## src/rtl/rgbhsl_pkg.sv

```systemverilog
// ----------------------------------------------------------------------------
// rgbhsl_pkg
// Shared types and constants of the RGB to HSL converter.
// ----------------------------------------------------------------------------
package rgbhsl_pkg;

  localparam int ChanW    = 8;   // input channel width
  localparam int HueW     = 9;   // hue in degrees
  localparam int PctW     = 7;   // percent fields
  localparam int HueNumW  = 17;  // hue numerator, below 360 * 255
  localparam int SatNumW  = 15;  // saturation numerator, d * 100
  localparam int DivQW    = 9;   // quotient bits of both dividers
  localparam int LxW      = 13;  // ten times max plus min

  // Lightness is floor(10 * sum / 51), estimated by a reciprocal multiply
  localparam int LightDiv   = 51;
  localparam int LightRecip = 1285;
  localparam int LightShift = 16;

  // Largest channel, ties resolved red, green, blue
  typedef enum logic [1:0] {
    SEXT_RED,
    SEXT_GREEN,
    SEXT_BLUE
  } sext_e;

  // Operands handed from the front end to the dividers
  typedef struct packed {
    logic [HueNumW-1:0] hue_num;
    logic [ChanW-1:0]   delta;
    logic [SatNumW-1:0] sat_num;
    logic [ChanW-1:0]   sat_den;
    logic [PctW-1:0]    light;
    logic               grey;
  } div_op_t;

endpackage

```

## src/rtl/rgbhsl_if.sv

```systemverilog
// ----------------------------------------------------------------------------
// rgbhsl_if
// Valid/ready channels for RGB pixels and HSL results.
// ----------------------------------------------------------------------------
interface rgbhsl_rgb_if;
  logic                          valid;
  logic                          ready;
  logic [rgbhsl_pkg::ChanW-1:0]  red;
  logic [rgbhsl_pkg::ChanW-1:0]  green;
  logic [rgbhsl_pkg::ChanW-1:0]  blue;

  modport source (output valid, red, green, blue, input ready);
  modport sink   (input valid, red, green, blue, output ready);
endinterface

interface rgbhsl_hsl_if;
  logic                         valid;
  logic                         ready;
  logic [rgbhsl_pkg::HueW-1:0]  hue_degrees;
  logic [rgbhsl_pkg::PctW-1:0]  saturation_percent;
  logic [rgbhsl_pkg::PctW-1:0]  lightness_percent;

  modport source (output valid, hue_degrees, saturation_percent, lightness_percent,
                  input ready);
  modport sink   (input valid, hue_degrees, saturation_percent, lightness_percent,
                  output ready);
endinterface

```

## src/rtl/rgbhsl_front.sv

```systemverilog
// ----------------------------------------------------------------------------
// rgbhsl_front
// Three-stage front end: max/min and sextant, numerators and divisors,
// lightness correction.
// ----------------------------------------------------------------------------
module rgbhsl_front (
  input  logic                          clk_i,
  input  logic                          rst_ni,
  input  logic                          en_i,
  input  logic                          valid_i,
  input  logic [rgbhsl_pkg::ChanW-1:0]  red_i,
  input  logic [rgbhsl_pkg::ChanW-1:0]  green_i,
  input  logic [rgbhsl_pkg::ChanW-1:0]  blue_i,
  output logic                          valid_o,
  output rgbhsl_pkg::div_op_t           op_o
);

  localparam int CW = rgbhsl_pkg::ChanW;

  // Stage 1: extremes, sextant, signed channel difference
  rgbhsl_pkg::sext_e   sel_d, sel_q;
  logic [CW-1:0]       mx_d, mx_q, mn_d, mn_q;
  logic signed [CW:0]  diff_d, diff_q;
  logic                grey1_q;
  logic                vld1_q;

  always_comb begin
    priority if (red_i >= green_i && red_i >= blue_i) begin
      sel_d  = rgbhsl_pkg::SEXT_RED;
      mx_d   = red_i;
      diff_d = $signed({1'b0, green_i}) - $signed({1'b0, blue_i});
    end else if (green_i >= blue_i) begin
      sel_d  = rgbhsl_pkg::SEXT_GREEN;
      mx_d   = green_i;
      diff_d = $signed({1'b0, blue_i}) - $signed({1'b0, red_i});
    end else begin
      sel_d  = rgbhsl_pkg::SEXT_BLUE;
      mx_d   = blue_i;
      diff_d = $signed({1'b0, red_i}) - $signed({1'b0, green_i});
    end
    mn_d = (red_i < green_i) ? red_i : green_i;
    if (blue_i < mn_d) begin
      mn_d = blue_i;
    end
  end

  always_ff @(posedge clk_i) begin
    if (en_i) begin
      sel_q   <= sel_d;
      mx_q    <= mx_d;
      mn_q    <= mn_d;
      diff_q  <= diff_d;
      grey1_q <= (mx_d == mn_d);
    end
  end

  // Stage 2: hue numerator, saturation operands, lightness estimate
  logic [CW-1:0]                     delta;
  logic [CW:0]                       sum;
  logic [rgbhsl_pkg::HueNumW-1:0]    hoff;
  logic signed [rgbhsl_pkg::HueNumW:0] hsum;
  logic [rgbhsl_pkg::LxW-1:0]        lx;
  logic [rgbhsl_pkg::LxW+10-1:0]     lprod;

  logic [rgbhsl_pkg::HueNumW-1:0]    hnum_q;
  logic [CW-1:0]                     delta_q;
  logic [rgbhsl_pkg::SatNumW-1:0]    snum_q;
  logic [CW-1:0]                     sden_d, sden_q;
  logic [rgbhsl_pkg::LxW-1:0]        lx_q;
  logic [rgbhsl_pkg::PctW-1:0]       lest_q;
  logic                              grey2_q;
  logic                              vld2_q;

  always_comb begin
    delta = mx_q - mn_q;
    sum   = {1'b0, mx_q} + {1'b0, mn_q};
    unique case (sel_q)
      rgbhsl_pkg::SEXT_RED:   hoff = diff_q[CW] ? rgbhsl_pkg::HueNumW'(delta * 9'd360)
                                                : '0;
      rgbhsl_pkg::SEXT_GREEN: hoff = rgbhsl_pkg::HueNumW'(delta * 7'd120);
      rgbhsl_pkg::SEXT_BLUE:  hoff = rgbhsl_pkg::HueNumW'(delta * 8'd240);
      default:                hoff = '0;
    endcase
    hsum = (rgbhsl_pkg::HueNumW+1)'(diff_q) * $signed((rgbhsl_pkg::HueNumW+1)'(60))
         + $signed({1'b0, hoff});
    sden_d = (sum > 9'd255) ? CW'(10'd510 - {1'b0, sum}) : sum[CW-1:0];
    lx     = rgbhsl_pkg::LxW'(sum * 4'd10);
    lprod  = (rgbhsl_pkg::LxW+10)'(lx * 11'(rgbhsl_pkg::LightRecip));
  end

  always_ff @(posedge clk_i) begin
    if (en_i) begin
      hnum_q  <= hsum[rgbhsl_pkg::HueNumW-1:0];
      delta_q <= delta;
      snum_q  <= rgbhsl_pkg::SatNumW'(delta * 7'd100);
      sden_q  <= sden_d;
      lx_q    <= lx;
      lest_q  <= lprod[rgbhsl_pkg::LightShift +: rgbhsl_pkg::PctW];
      grey2_q <= grey1_q;
    end
  end

  // Stage 3: correct the lightness estimate by at most one
  logic [rgbhsl_pkg::LxW-1:0] lrem;
  rgbhsl_pkg::div_op_t        op_d, op_q;

  always_comb begin
    lrem          = lx_q - rgbhsl_pkg::LxW'(lest_q * 6'(rgbhsl_pkg::LightDiv));
    op_d.hue_num  = hnum_q;
    op_d.delta    = delta_q;
    op_d.sat_num  = snum_q;
    op_d.sat_den  = sden_q;
    op_d.light    = (lrem >= rgbhsl_pkg::LxW'(rgbhsl_pkg::LightDiv)) ? lest_q + 1'b1
                                                                     : lest_q;
    op_d.grey     = grey2_q;
  end

  always_ff @(posedge clk_i) begin
    if (en_i) begin
      op_q <= op_d;
    end
  end

  // Advance valid bits with the data
  always_ff @(posedge clk_i or negedge rst_ni) begin
    if (!rst_ni) begin
      vld1_q  <= 1'b0;
      vld2_q  <= 1'b0;
      valid_o <= 1'b0;
    end else if (en_i) begin
      vld1_q  <= valid_i;
      vld2_q  <= vld1_q;
      valid_o <= vld2_q;
    end
  end

  assign op_o = op_q;

endmodule

```

## src/rtl/rgbhsl_div.sv

```systemverilog
// ----------------------------------------------------------------------------
// rgbhsl_div
// Pipelined restoring divider, one quotient bit per stage, with a side tag.
// ----------------------------------------------------------------------------
module rgbhsl_div #(
  parameter int NW = 17,  // numerator width
  parameter int DW = 8,   // divisor width
  parameter int QW = 9,   // quotient bits; numerator below divisor * 2**QW
  parameter int TW = 8    // tag width
) (
  input  logic          clk_i,
  input  logic          rst_ni,
  input  logic          en_i,
  input  logic          valid_i,
  input  logic [NW-1:0] num_i,
  input  logic [DW-1:0] den_i,
  input  logic [TW-1:0] tag_i,
  output logic          valid_o,
  output logic [QW-1:0] quot_o,
  output logic [TW-1:0] tag_o
);

  localparam int WW = NW + DW + QW;

  logic [NW-1:0] rem_q [QW];
  logic [DW-1:0] den_q [QW];
  logic [QW-1:0] quo_q [QW];
  logic [TW-1:0] tag_q [QW];
  logic [QW-1:0] vld_q;

  for (genvar i = 0; i < QW; i++) begin : g_stage
    localparam int Sh = QW - 1 - i;
    logic [NW-1:0] rem_in;
    logic [DW-1:0] den_in;
    logic [QW-1:0] quo_in;
    logic [TW-1:0] tag_in;
    logic          vld_in;
    logic [WW-1:0] trial;
    logic          take;

    if (i == 0) begin : g_first
      assign rem_in = num_i;
      assign den_in = den_i;
      assign quo_in = '0;
      assign tag_in = tag_i;
      assign vld_in = valid_i;
    end else begin : g_next
      assign rem_in = rem_q[i-1];
      assign den_in = den_q[i-1];
      assign quo_in = quo_q[i-1];
      assign tag_in = tag_q[i-1];
      assign vld_in = vld_q[i-1];
    end

    // Try to subtract the shifted divisor
    assign trial = WW'(den_in) << Sh;
    assign take  = WW'(rem_in) >= trial;

    always_ff @(posedge clk_i) begin
      if (en_i) begin
        rem_q[i] <= take ? NW'(WW'(rem_in) - trial) : rem_in;
        den_q[i] <= den_in;
        quo_q[i] <= quo_in | (QW'(take) << Sh);
        tag_q[i] <= tag_in;
      end
    end

    always_ff @(posedge clk_i or negedge rst_ni) begin
      if (!rst_ni) begin
        vld_q[i] <= 1'b0;
      end else if (en_i) begin
        vld_q[i] <= vld_in;
      end
    end
  end

  assign valid_o = vld_q[QW-1];
  assign quot_o  = quo_q[QW-1];
  assign tag_o   = tag_q[QW-1];

endmodule

```

## src/rtl/rgb_to_hsl_converter.sv

```systemverilog
// ----------------------------------------------------------------------------
// rgb_to_hsl_converter
// Converts 8-bit RGB pixels to hue (degrees), saturation and lightness
// (percent), all truncated toward zero.
// ----------------------------------------------------------------------------
// One pixel enters per clock unless the pipeline holds: three
// front-end stages (extremes, operands, lightness correction) feed two
// 9-stage restoring dividers that run side by side, one quotient bit per
// stage. The whole pipeline advances together; it holds while the output
// beat waits and is not taken, so ready follows the output ready and the
// occupancy of the last stage. Grey pixels give zero hue and saturation.
module rgb_to_hsl_converter (
  input  logic                clk_i,
  input  logic                rst_ni,
  rgbhsl_rgb_if.sink          pix_i,
  rgbhsl_hsl_if.source        hsl_o
);

  localparam int CW = rgbhsl_pkg::ChanW;
  localparam int QW = rgbhsl_pkg::DivQW;
  localparam int PW = rgbhsl_pkg::PctW;

  logic                 en;
  logic                 fe_vld;
  rgbhsl_pkg::div_op_t  fe_op;
  logic                 hdiv_vld, sdiv_vld;
  logic [QW-1:0]        hue_quot, sat_quot;
  logic [PW:0]          htag;
  logic                 sgrey;

  // Advance the pipeline unless the output beat is stalled
  assign en          = !hdiv_vld || hsl_o.ready;
  assign pix_i.ready = en;

  rgbhsl_front u_front (
    .clk_i   (clk_i),
    .rst_ni  (rst_ni),
    .en_i    (en),
    .valid_i (pix_i.valid),
    .red_i   (pix_i.red),
    .green_i (pix_i.green),
    .blue_i  (pix_i.blue),
    .valid_o (fe_vld),
    .op_o    (fe_op)
  );

  rgbhsl_div #(
    .NW (rgbhsl_pkg::HueNumW),
    .DW (CW),
    .QW (QW),
    .TW (PW + 1)
  ) u_hue_div (
    .clk_i   (clk_i),
    .rst_ni  (rst_ni),
    .en_i    (en),
    .valid_i (fe_vld),
    .num_i   (fe_op.hue_num),
    .den_i   (fe_op.delta),
    .tag_i   ({fe_op.grey, fe_op.light}),
    .valid_o (hdiv_vld),
    .quot_o  (hue_quot),
    .tag_o   (htag)
  );

  rgbhsl_div #(
    .NW (rgbhsl_pkg::SatNumW),
    .DW (CW),
    .QW (QW),
    .TW (1)
  ) u_sat_div (
    .clk_i   (clk_i),
    .rst_ni  (rst_ni),
    .en_i    (en),
    .valid_i (fe_vld),
    .num_i   (fe_op.sat_num),
    .den_i   (fe_op.sat_den),
    .tag_i   (fe_op.grey),
    .valid_o (sdiv_vld),
    .quot_o  (sat_quot),
    .tag_o   (sgrey)
  );

  // Drive the result beat, forcing grey pixels to zero hue and saturation
  assign hsl_o.valid              = hdiv_vld;
  assign hsl_o.hue_degrees        = htag[PW] ? '0 : hue_quot;
  assign hsl_o.saturation_percent = sgrey ? '0 : sat_quot[PW-1:0];
  assign hsl_o.lightness_percent  = htag[PW-1:0];

`ifndef SYNTHESIS
  a_div_aligned: assert property (@(posedge clk_i) disable iff (!rst_ni)
    hdiv_vld == sdiv_vld)
    else $error("hue and saturation dividers out of step");

  a_grey_agree: assert property (@(posedge clk_i) disable iff (!rst_ni)
    hdiv_vld |-> (htag[PW] == sgrey))
    else $error("grey flag differs between dividers");

  a_sat_range: assert property (@(posedge clk_i) disable iff (!rst_ni)
    (hdiv_vld && !sgrey) |-> (sat_quot <= QW'(100)))
    else $error("saturation quotient above 100");

  a_hue_range: assert property (@(posedge clk_i) disable iff (!rst_ni)
    hdiv_vld |-> (hsl_o.hue_degrees < 9'd360 && hsl_o.lightness_percent <= 7'd100))
    else $error("hue or lightness out of range");
`endif

endmodule
```

## src/flat_wrapper.sv

```systemverilog
// flat-port wrapper written by rule: the top's interface ports become plain ports
module rgb_to_hsl_converter_flat 
  (clk_i, rst_ni, pix_i_valid, pix_i_red, pix_i_green, pix_i_blue, pix_i_ready, hsl_o_valid, hsl_o_hue_degrees, hsl_o_saturation_percent, hsl_o_lightness_percent, hsl_o_ready);
  rgbhsl_rgb_if pix_i_i ();
  rgbhsl_hsl_if hsl_o_i ();
  input  logic clk_i;
  input  logic rst_ni;
  input wire logic [$bits(pix_i_i.valid)-1:0] pix_i_valid;
  input wire logic [$bits(pix_i_i.red)-1:0] pix_i_red;
  input wire logic [$bits(pix_i_i.green)-1:0] pix_i_green;
  input wire logic [$bits(pix_i_i.blue)-1:0] pix_i_blue;
  output wire logic [$bits(pix_i_i.ready)-1:0] pix_i_ready;
  output wire logic [$bits(hsl_o_i.valid)-1:0] hsl_o_valid;
  output wire logic [$bits(hsl_o_i.hue_degrees)-1:0] hsl_o_hue_degrees;
  output wire logic [$bits(hsl_o_i.saturation_percent)-1:0] hsl_o_saturation_percent;
  output wire logic [$bits(hsl_o_i.lightness_percent)-1:0] hsl_o_lightness_percent;
  input wire logic [$bits(hsl_o_i.ready)-1:0] hsl_o_ready;
  assign pix_i_i.valid = pix_i_valid;
  assign pix_i_i.red = pix_i_red;
  assign pix_i_i.green = pix_i_green;
  assign pix_i_i.blue = pix_i_blue;
  assign pix_i_ready = pix_i_i.ready;
  assign hsl_o_valid = hsl_o_i.valid;
  assign hsl_o_hue_degrees = hsl_o_i.hue_degrees;
  assign hsl_o_saturation_percent = hsl_o_i.saturation_percent;
  assign hsl_o_lightness_percent = hsl_o_i.lightness_percent;
  assign hsl_o_i.ready = hsl_o_ready;
  rgb_to_hsl_converter u_core (.clk_i(clk_i), .rst_ni(rst_ni), .pix_i(pix_i_i), .hsl_o(hsl_o_i));
endmodule
```

## config.mk

```make
export PLATFORM = sky130hd
export DESIGN_NAME = rgb_to_hsl_converter_flat
export DESIGN_NICKNAME = d
export VERILOG_FILES = /design/src/rtl/rgbhsl_pkg.sv /design/src/rtl/rgbhsl_if.sv /design/src/rtl/rgbhsl_front.sv /design/src/rtl/rgbhsl_div.sv /design/src/rtl/rgb_to_hsl_converter.sv /design/src/flat_wrapper.sv
export SDC_FILE = /design/constraint.sdc
export NUM_CORES = 1
export LEC_CHECK = 0
export BUFFER_PORTS_ARGS = -buffer_cell sky130_fd_sc_hd__buf_2
export CAP_MARGIN = 5
export CORE_MARGIN = 2
export CORE_UTILIZATION = 60
export CTS_CLUSTER_DIAMETER = 120
export DETAILED_ROUTE_END_ITERATION = 16
export GPL_ROUTABILITY_DRIVEN = 1
export GPL_TIMING_DRIVEN = 0
export PLACE_DENSITY = 0.75
export SYNTH_ARGS = -nofsm -noshare
export SYNTH_HDL_FRONTEND = slang
export SYNTH_HIERARCHICAL = 1
export SYNTH_SLANG_ARGS = --single-unit
```

## constraint.sdc

```tcl
create_clock -name clk_i -period 32.6 [get_ports clk_i]
set_clock_uncertainty 0.05 [all_clocks]
set_input_delay 0 -clock clk_i [delete_from_list [all_inputs] [get_ports clk_i]]
set_output_delay 0 -clock clk_i [all_outputs]
set_load 0.01 [all_outputs]
```

==> impl_results.md <==
- CP max FO: 5
- Largest net degree at the start of global routing: 78
- Area Growth Syn to Fin: 10.6%
- Critical R2R Launch: u_core/u_front/mn_q[0]
- YS warnings: 6
- Storage cell area: 0.0205 mm2
- Slowest-stage cell, CP: fa_1
- Max-slew violations: 0
- Io pins: between 50 and 60
- CP required: 32,890 ps
- Status: completed
- Initial antenna violation count: 0
- Antenna diodes: 0
- H-tree Lvls: 3
- Clock Latency Late Sink: 600 ps
- Core footprint: approximately 0.066 mm2
- WP data arrival: 7680 ps
- Hpwl dp: 54,000 um
- Worst path max stage delay: ~540 ps
- Global-route wire length before repair: 117,000 um
- Drt pass-1 iters: 8
- Vias in the first global route: 25,500
- Antenna-violating nets left: 0
- Starting Density: 60.5%
- Std cell rows: 94
- Final min period: 7390 ps
- Maxcap violations: 0
- GRT overflow: 0
- Syn Area/Cell: 12.2 um2
- Max Buffers Root-to-Sink: 3
- CTS Sinks: between 600 and 700
- Least-Margin Pin Slew: 1360 ps
- Synth Instances: 3,270
- CTS clk-pin slew, worst paths: 70 ps
- DR vias: 24,800
- Synthesized cell area: 0.0397 mm2
- DIE WIDTH: 261 um
- Final WL: 71,500 um
- Fmax: around 140 MHz
- Critical path class: reg2reg
- Via density: 5.70
- Hold_sp: pix_i_green[2]
- Critical path startpoint: u_core/u_front/mn_q[0]
- # nets final: approximately 4,000
- DR DRC count: 0
- Period utilisation layout: 22.7%
- Worst Setup End Kind: flip-flop
- Hold Path Class: in2reg
- Share of cells above drive strength 1: 8.18%
- RSZ-0062 raised after global routing: false
- CTS tree: built
- DR iter-0 viols: 1,542
- Gpl congestion: 0.976
- Num CTS Buffers: 72
- Crit path launch type: flip-flop
- Buffers added on ports: 52
- Gr usage total: 21.1%
- Slew margin rel.: about 8.9%
- Multi-input logic area: 0.0175 mm2
- Die area: 0.0683 mm2
- Fillers: about 4,700
- Clock root cell: clkbuf_16
- Final setup TNS: 0 ps
- # setup viols final: 0
- Final Hold Viols: 0
- Die height: between 200 and 300 um
- Crit path top cell by count: a21oi_1
- Routed len/inst: 16.4 um
-- sequential cells by signal, summed over array words and instances (netlist names), 28 cells and up --
| register | count |
|---|---|
| u_core/u_hue_div/quo_q | 45 |
| u_core/u_front/op_o | 48 |
| u_core/u_hue_div/tag_q | 72 |
| u_core/u_sat_div/rem_q | 120 |
| u_core/u_hue_div/rem_q | 136 |
| u_core/u_sat_div/den_q | 64 |
| u_core/u_sat_div/quo_q | 28 |
| u_core/u_hue_div/den_q | 64 |
-- repair_timing --
| action | 4_1_cts | 5_1_grt |
|---|---|---|
| buffers inserted | 0 | 0 |
| hold buffers | 29 | 0 |
| resized for setup | 0 | 0 |
| hold endpoints to repair | 44 | 0 |
-- routing by layer --
metal	track usage, %	share of wire, %
met1	22.2	38
met5	0	0
met3	2.55	3.3
met4	10.5	4.4
met2	41.2	54
-- path summary, 6_finish.rpt --
kind	end	slack (ps)	cells after the start
worst max-delay path	u_core/u_front/lest_q[6]	25210	30
worst min-delay path	u_core/u_front/diff_q[2]	70	5
worst max register to register	u_core/u_front/lest_q[6]	25210	30
worst min register to register	u_core/u_hue_div/tag_q[0][17]	350	0
max in group asynchronous	u_core/u_front/vld1_q	31770	3
min in group asynchronous	u_core/u_hue_div/g_stage[6].vld_in	390	3
-- worst max-delay path: cells and delay by family (launching register included) --
kind | cells | cell delay (ps)
buffers and inverters | 1 | 120
and+or+nand+nor | 2 | 290
xor gates and xnor gates | 3 | 670
adders and majority gates | 8 | 2770
AOI/OAI and AO/OA | 16 | 2820
DFF | 1 | 420
-- layout make-up --
cell class                      count  share of cell area [%]
Timing Repair Buffer               91                    1.88
Clock buffer                       86                    4.22
Tap cell                          864                    2.46
Sequential cell                   685                    46.6
Buffer                             44                   0.507
Multi-Input combinational cell   2129                    39.7
Clock inverter                     45                    1.03
Inverter                          415                    3.54
-- per-stage QoR --
step | std cells | cell area [um2] | hold WS (ps) | util [%] | setup WS (ps)
finish | 4359 | 44000 | 70.0 | 67.0 | 25210
global placement | 4189 | 41100 | -180 | 62.6 | 8960
detailed placement | 4199 | 41400 | -163 | 63.0 | 25220
global route | 4359 | 44000 | 31.0 | 67.0 | 24620
CTS | 4359 | 44000 | 9.09 | 67.0 | 25140
floorplan | 3273 | 39700 | -346 | - | 14090
-- layout by cell type (no fill, tap or decap), types with 12 or more instances in the layout --
| master | n |
|---|---|
| nor4_1 | 26 |
| xnor2_1 | 165 |
| o31a_1 | 12 |
| edfxtp_1 | 673 |
| nand2b_1 | 34 |
| clkinv_1 | 13 |
| o211ai_1 | 16 |
| dfrtp_1 | 12 |
| clkinv_2 | 14 |
| a21oi_1 | 189 |
| a21o_1 | 62 |
| nor2_1 | 174 |
| clkbuf_1 | 32 |
| o21ai_1 | 13 |
| o21a_1 | 42 |
| mux2i_1 | 36 |
| o21ai_0 | 129 |
| mux2_2 | 47 |
| inv_1 | 415 |
| buf_2 | 68 |
| nand4_1 | 28 |
| nand3_1 | 38 |
| ha_1 | 414 |
| xor2_1 | 78 |
| o21bai_1 | 23 |
| fa_1 | 77 |
| a211oi_1 | 19 |
| nand2_1 | 130 |
| nor3_1 | 65 |
| nor2b_1 | 63 |
| clkbuf_16 | 72 |
| a31oi_1 | 18 |
| dlygate4sd3_1 | 29 |
Power is left out: the tool's default activity adds up to more than one toggle a clock period on the data nets, which glitch-free logic cannot reach.
